$ cat config.mk
export PLATFORM = sky130hd
export DESIGN_NAME = float_to_unsigned_truncate
export DESIGN_NICKNAME = d
export VERILOG_FILES = /design/src/hw/rtl/f2u_pkg.sv /design/src/hw/rtl/f2u_decode_stage.sv /design/src/hw/rtl/f2u_coarse_stage.sv /design/src/hw/rtl/f2u_fine_stage.sv /design/src/hw/rtl/float_to_unsigned_truncate.sv
export VERILOG_INCLUDE_DIRS = /design/src /design/src/hw/rtl
export SDC_FILE = /design/constraint.sdc
export NUM_CORES = 1
export LEC_CHECK = 0
export ABC_CLOCK_PERIOD_IN_PS = 5500
export BUFFER_PORTS_ARGS = -buffer_cell sky130_fd_sc_hd__buf_2
export CAP_MARGIN = 30
export CORE_MARGIN = 3
export CORE_UTILIZATION = 53
export CTS_CLUSTER_DIAMETER = 150
export DETAILED_ROUTE_END_ITERATION = 10
export MAX_ROUTING_LAYER = met4
export PLACE_DENSITY = 0.76
export SYNTH_ARGS = -nofsm -noshare
export SYNTH_HDL_FRONTEND = slang
export SYNTH_SLANG_ARGS = --single-unit
$ cat constraint.sdc
create_clock -name clk -period 5.5 [get_ports clk]
set_clock_uncertainty 0.15 [all_clocks]
set_input_delay 0.55 -clock clk [delete_from_list [all_inputs] [get_ports clk]]
set_output_delay 0.55 -clock clk [all_outputs]
set_load 0.02 [all_outputs]
$ cat src/hw/rtl/float_to_unsigned_truncate_assert.svh
// assertion macros for the float to unsigned conversion pipeline
// expects clk and rst_n in the scope of the including module
`ifndef FLOAT_TO_UNSIGNED_TRUNCATE_ASSERT_SVH
`define FLOAT_TO_UNSIGNED_TRUNCATE_ASSERT_SVH

// same-cycle implication
`define F2U_ASSERT_IMP(lbl, ante, cons) \
  lbl: assert property (@(posedge clk) disable iff (!rst_n) (ante) |-> (cons)) \
    else $error("f2u: same-cycle check failed");

// next-cycle implication
`define F2U_ASSERT_NXT(lbl, ante, cons) \
  lbl: assert property (@(posedge clk) disable iff (!rst_n) (ante) |=> (cons)) \
    else $error("f2u: next-cycle check failed");

`endif

$ cat src/hw/rtl/f2u_pkg.sv
// shared types and constants for the float to unsigned conversion pipeline
// no dependencies
`timescale 1ns / 1ps

package f2u_pkg;

  localparam logic [1:0] KIND_SP   = 2'd0;
  localparam logic [1:0] KIND_DP32 = 2'd1;
  localparam logic [1:0] KIND_DP64 = 2'd2;

  localparam logic [7:0]  SP_BIAS    = 8'h7f;
  localparam logic [7:0]  SP_LIMIT   = 8'h9e;
  localparam logic [10:0] DP_BIAS    = 11'h3ff;
  localparam logic [10:0] DP_LIMIT32 = 11'h41e;
  localparam logic [10:0] DP_LIMIT64 = 11'h43e;

  localparam logic [63:0] ONES32 = 64'h0000_0000_FFFF_FFFF;
  localparam logic [63:0] ONES64 = 64'hFFFF_FFFF_FFFF_FFFF;

  typedef enum logic [1:0] {
    CLS_ZERO  = 2'd0,
    CLS_ONES  = 2'd1,
    CLS_SHIFT = 2'd2
  } cls_t;

  // payload between stages: class, width flag, right shift and aligned significand
  typedef struct packed {
    cls_t        cls;
    logic        wide;
    logic [5:0]  sh;
    logic [63:0] mant;
  } dec_t;

endpackage

$ cat src/hw/rtl/f2u_decode_stage.sv
// stage one: classifies the raw bits and left-aligns the significand
// depends on f2u_pkg
`timescale 1ns / 1ps

module f2u_decode_stage import f2u_pkg::*; (
  input  logic        clk,
  input  logic        rst_n,
  input  logic        up_valid,
  output logic        up_ready,
  input  logic [1:0]  kind,
  input  logic [63:0] float_bits,
  output logic        dn_valid,
  input  logic        dn_ready,
  output dec_t        dn_data
);

  logic        valid_r;
  logic        valid_nxt;
  dec_t        data_r;
  dec_t        data_nxt;
  logic [7:0]  sp_ex;
  logic [7:0]  sp_diff;
  logic [10:0] dp_ex;
  logic [10:0] dp_diff;
  logic [10:0] dp_top;
  logic [5:0]  e;

  assign up_ready = !valid_r || dn_ready;

  always_comb begin
    sp_ex   = float_bits[30:23];
    sp_diff = sp_ex - SP_BIAS;
    dp_ex   = float_bits[62:52];
    dp_diff = dp_ex - DP_BIAS;
    dp_top  = (kind == KIND_DP32) ? DP_LIMIT32 : DP_LIMIT64;
    data_nxt.wide = 1'b1;
    data_nxt.cls  = CLS_SHIFT;
    e             = 6'd0;
    case (kind)
      KIND_SP: begin
        data_nxt.wide = 1'b0;
        e             = sp_diff[5:0];
        data_nxt.mant = {1'b1, float_bits[22:0], 40'd0};
        if (sp_ex < SP_BIAS) begin
          data_nxt.cls = CLS_ZERO;
        end else if (float_bits[31] || sp_ex > SP_LIMIT) begin
          data_nxt.cls = CLS_ONES;
        end
      end
      default: begin
        // unused kind code runs as double to u64
        data_nxt.wide = (kind != KIND_DP32);
        e             = dp_diff[5:0];
        data_nxt.mant = {1'b1, float_bits[51:0], 11'd0};
        if (dp_ex < DP_BIAS) begin
          data_nxt.cls = CLS_ZERO;
        end else if (float_bits[63] || dp_ex > dp_top) begin
          data_nxt.cls = CLS_ONES;
        end
      end
    endcase
    // value is mant >> (63 - e)
    data_nxt.sh = ~e;
  end

  assign valid_nxt = up_ready ? up_valid : valid_r;

  always_ff @(posedge clk) begin
    if (!rst_n) begin
      valid_r <= 1'b0;
    end else begin
      valid_r <= valid_nxt;
    end
  end

  always_ff @(posedge clk) begin
    if (up_ready && up_valid) begin
      data_r <= data_nxt;
    end
  end

  assign dn_valid = valid_r;
  assign dn_data  = data_r;

endmodule

$ cat src/hw/rtl/f2u_coarse_stage.sv
// stage two: shifts the significand right by whole bytes
// depends on f2u_pkg
`timescale 1ns / 1ps

module f2u_coarse_stage import f2u_pkg::*; (
  input  logic clk,
  input  logic rst_n,
  input  logic up_valid,
  output logic up_ready,
  input  dec_t up_data,
  output logic dn_valid,
  input  logic dn_ready,
  output dec_t dn_data
);

  logic valid_r;
  logic valid_nxt;
  dec_t data_r;
  dec_t data_nxt;

  assign up_ready = !valid_r || dn_ready;

  always_comb begin
    data_nxt      = up_data;
    data_nxt.mant = up_data.mant >> {up_data.sh[5:3], 3'b000};
  end

  assign valid_nxt = up_ready ? up_valid : valid_r;

  always_ff @(posedge clk) begin
    if (!rst_n) begin
      valid_r <= 1'b0;
    end else begin
      valid_r <= valid_nxt;
    end
  end

  always_ff @(posedge clk) begin
    if (up_ready && up_valid) begin
      data_r <= data_nxt;
    end
  end

  assign dn_valid = valid_r;
  assign dn_data  = data_r;

endmodule

$ cat src/hw/rtl/f2u_fine_stage.sv
// stage three: residual bit shift and final selection into the output register
// depends on f2u_pkg
`timescale 1ns / 1ps

module f2u_fine_stage import f2u_pkg::*; (
  input  logic        clk,
  input  logic        rst_n,
  input  logic        up_valid,
  output logic        up_ready,
  input  dec_t        up_data,
  output logic        dn_valid,
  input  logic        dn_ready,
  output logic [63:0] result
);

  logic        valid_r;
  logic        valid_nxt;
  logic [63:0] result_r;
  logic [63:0] result_nxt;

  assign up_ready = !valid_r || dn_ready;

  always_comb begin
    case (up_data.cls)
      CLS_ZERO:  result_nxt = 64'd0;
      CLS_ONES:  result_nxt = up_data.wide ? ONES64 : ONES32;
      CLS_SHIFT: result_nxt = up_data.mant >> up_data.sh[2:0];
      default:   result_nxt = 64'd0;
    endcase
  end

  assign valid_nxt = up_ready ? up_valid : valid_r;

  always_ff @(posedge clk) begin
    if (!rst_n) begin
      valid_r <= 1'b0;
    end else begin
      valid_r <= valid_nxt;
    end
  end

  always_ff @(posedge clk) begin
    if (up_ready && up_valid) begin
      result_r <= result_nxt;
    end
  end

  assign dn_valid = valid_r;
  assign result   = result_r;

endmodule

$ cat src/hw/rtl/float_to_unsigned_truncate.sv
// throughput: one transfer per cycle while the output is not stalled, set by the three
// registered stages (decode, byte shift, bit shift and select); a stall holds
// each full stage whose downstream stages are all full
// reset: synchronous active-low rst_n empties the pipeline; no other state
// depends on f2u_pkg, the three stage modules and the assertion macro header
`timescale 1ns / 1ps
`include "float_to_unsigned_truncate_assert.svh"

module float_to_unsigned_truncate import f2u_pkg::*; (
  input  logic        clk,
  input  logic        rst_n,
  input  logic        in_valid,
  output logic        in_stall,
  input  logic [1:0]  in_kind,
  input  logic [63:0] in_float_bits,
  output logic        out_valid,
  input  logic        out_stall,
  output logic [63:0] out_result
);

  logic rdy1;
  logic rdy2;
  logic rdy3;
  logic v1;
  logic v2;
  dec_t d1;
  dec_t d2;

  f2u_decode_stage u_decode (
    .clk        (clk),
    .rst_n      (rst_n),
    .up_valid   (in_valid),
    .up_ready   (rdy1),
    .kind       (in_kind),
    .float_bits (in_float_bits),
    .dn_valid   (v1),
    .dn_ready   (rdy2),
    .dn_data    (d1)
  );

  f2u_coarse_stage u_coarse (
    .clk      (clk),
    .rst_n    (rst_n),
    .up_valid (v1),
    .up_ready (rdy2),
    .up_data  (d1),
    .dn_valid (v2),
    .dn_ready (rdy3),
    .dn_data  (d2)
  );

  f2u_fine_stage u_fine (
    .clk      (clk),
    .rst_n    (rst_n),
    .up_valid (v2),
    .up_ready (rdy3),
    .up_data  (d2),
    .dn_valid (out_valid),
    .dn_ready (!out_stall),
    .result   (out_result)
  );

  assign in_stall = !rdy1;

  // back-pressure reaches the input only when every stage is full
  `F2U_ASSERT_IMP(a_stall_full, in_stall, v1 && v2 && out_valid && out_stall)
  // a held stage keeps its item
  `F2U_ASSERT_NXT(a_s1_hold, v1 && !rdy2, v1 && $stable(d1))
  `F2U_ASSERT_NXT(a_s2_hold, v2 && !rdy3, v2 && $stable(d2))
  // 32-bit modes only shift right by 32 or more
  `F2U_ASSERT_IMP(a_narrow_sh, v1 && d1.cls == CLS_SHIFT && !d1.wide, d1.sh[5])

endmodule

==> metrics <==
Hold Buf Count CTS 0; initial antenna violation count 0; fraction of registers with async set/reset 0%; global route overflow 0; fin crit share 49.2%; clock sink total 198; Die Width 149 um; routability cong. 0.940; Fmax 369 MHz; outcome finished clean; Yosys reg bits 198; Reg power frac 49.6%; first-pass GRT wire length 36.5 mm; number of CTS-inserted buffers 17; Nets 1038; chip height 149 um; Worst R2R End u_coarse.dn_data[7]; Mapped Cells 866; startpoint types register; FF-to-FF Start u_decode.dn_data[68]; critical path data required time 5630 ps; worst vdd ir 265 uV; # IOs 136; Seq/Total Area, Yosys 54.5%; total core area 0.0198 mm2; 1st-iter DRT viols 683; total net switching power 0.00101 W; ys flop type edfxtp_1; met1 global-route usage 30.8%; critical path fanouts, max 32; Port-buffer cells 135; DIE AREA 0.0222 mm2; hold path start rst_n; MaxCap Viol Count 0; Post-Route WL 23.1 mm; Leakage 4.89 nW; GRT Max-Usage Layer met2; worst min path class in2reg; ANT cells 0; Post-route DRC 0; WHS 192 ps; Syn. warnings 0; Post-DP HPWL 17.0 mm; post-layout min period 2710 ps; pwr dens 309 mW/mm2; Clock power frac 32.9%; met2 Usage GRT 30.9%; WL/cell 18.6 um; ANT nets after route 0; vias per cell 5.74; Hold Path Cell Cnt 2; H-tree Lvls 4; share of cells above drive strength 1 24.4%; final hold vios 0; GR Layer Usage met3 3.92%; Initial Util 54.9%; Syn Area/Cell 12.5 um2; worst hold endpoint u_coarse.dn_valid; EDFF count, synth 195; pin count of the biggest net entering global routing 66; Root Buffer clkbuf_16; reg2reg path depth 4; Sw Ratio 26.4%; WS Path Type reg2reg; synthesized net count 940; Final setup viols 0; slew at the pin with the worst max-slew slack 1020 ps; area grow syn2layout 13.4%; Comb pwr share 17.5%; Critical Path End Type register; Setup TNS 0 ps; DRT Pass-1 Iters 6; mapped cell area 0.0109 mm2; Worst Path Arrival 2840 ps; worst reg2reg setup slack 2790 ps; Worst-path clk slew 70 ps; Vias 7132; CTS tree done; post-CTS setup buffers 0; unrepaired setup endpoints after global routing false; worst skew pair latency 440 ps; Max clock buf depth 2; total track usage 21.7%; post-synthesis cell type count 40; CTS resizes 0; Slew HR 32.0%; Slew Limit Fails 0; row count 51; Pint 0.00280 W; vias in the first global route 6653
[power by group through the flow]
stage               Combinational (W)  Sequential [W]  Clock, W
floorplan                    0.000476         0.00190         0
global placement             0.000642         0.00192         0
detailed placement           0.000660         0.00192         0
CTS                          0.000664         0.00189   0.00127
global route                 0.000736         0.00190   0.00133
finish                       0.000667         0.00189   0.00125
[layer usage]
layer	share of wire, %	vias up
li1	-	3468
met1	46	3337
met2	43	282
met3	6.6	45
met4	3.7	0
met5	0	-
[registers in the layout (all words and copies together), names as in the netlist]
register / count
u_coarse.dn_valid: 1
u_fine.result: 64
u_coarse.dn_data: 70
u_fine.dn_valid: 1
u_decode.dn_data: 61
u_decode.dn_valid: 1
[worst max-delay path, cell delays in order (launching register included)]
cell and delay [ps]:
edfxtp_1 900, buf_4 500, nor2b_1 620, a221oi_1 210
a21oi_1 160
[metrics by stage]
step	power, W	setup WS (ps)	utilization [%]	cell area [um2]	cells
6_report	0.00381	2790	62.2	12300	1242
5_1_grt	0.00396	2640	62.2	12300	1242
4_1_cts	0.00382	2880	62.2	12300	1242
3_5_place_dp	0.00258	2710	59.3	11700	1210
3_3_place_gp	0.00257	2750	59.1	11700	1209
2_1_floorplan	0.00238	975	-	10900	866
[worst max path at each step]
stage                                     from              endpoint  slack, ps  depth (start not counted)
final                     u_decode.dn_data[68]   u_coarse.dn_data[7]       2790                          4
after global routing      u_decode.dn_data[68]   u_coarse.dn_data[9]       2640                          4
after CTS                 u_decode.dn_data[69]  u_coarse.dn_data[30]       2880                          4
after detailed placement             out_stall  u_coarse.dn_data[66]       2710                          4
after global placement               out_stall  u_coarse.dn_data[70]       2750                          4
after floorplan                      out_stall   u_coarse.dn_data[0]        980                          2
[synth_stat cells, types with 9 or more instances]
master | instances | area (um2)
mux2i_1 | 222 | 2220
edfxtp_1 | 195 | 5860
o21ai_0 | 82 | 410
mux2_2 | 49 | 552
nor2_1 | 46 | 173
and2_1 | 41 | 257
clkbuf_1 | 33 | 124
nand2_1 | 30 | 113
a21oi_1 | 25 | 125
buf_2 | 25 | 125
o22ai_1 | 19 | 119
inv_1 | 12 | 45.0
buf_1 | 9 | 33.8
[cells by family (layout without fill, tap and decap cells)]
family | Yosys count | count (layout) | synth area share (%)
compound gates | 156 | 156 | 8.18
xor+xnor | 5 | 5 | 0.404
fa+ha+maj | 4 | 4 | 0.461
buf+inv | 81 | 192 | 3.14
flops | 198 | 198 | 54.5
mux | 276 | 276 | 26.6
simple gates | 146 | 146 | 6.72
[area by class of cell]
class	instances	area [um2]
Inverter	12	45.0
Sequential cell	198	5920
Clock buffer	19	433
Tap cell	265	332
Clock inverter	13	154
Fill cell	1563	7470
Timing Repair Buffer	148	806
Multi-Input combinational cell	587	4630
[layout by cell type, fill, tap and decap left out, types with 4 or more instances in the layout]
master	count
a221oi_1	8
o21ai_0	82
a31oi_1	7
mux4_2	5
o22ai_1	19
buf_4	11
mux2i_1	222
a21oi_1	25
a22oi_1	4
nor2b_1	6
and2_1	41
nand3_1	4
nand2_1	30
mux2_2	49
inv_1	12
buf_2	135
ha_1	4
clkbuf_16	17
edfxtp_1	195
nor2_1	45
Note: power is estimated with default switching activity, not from simulation.
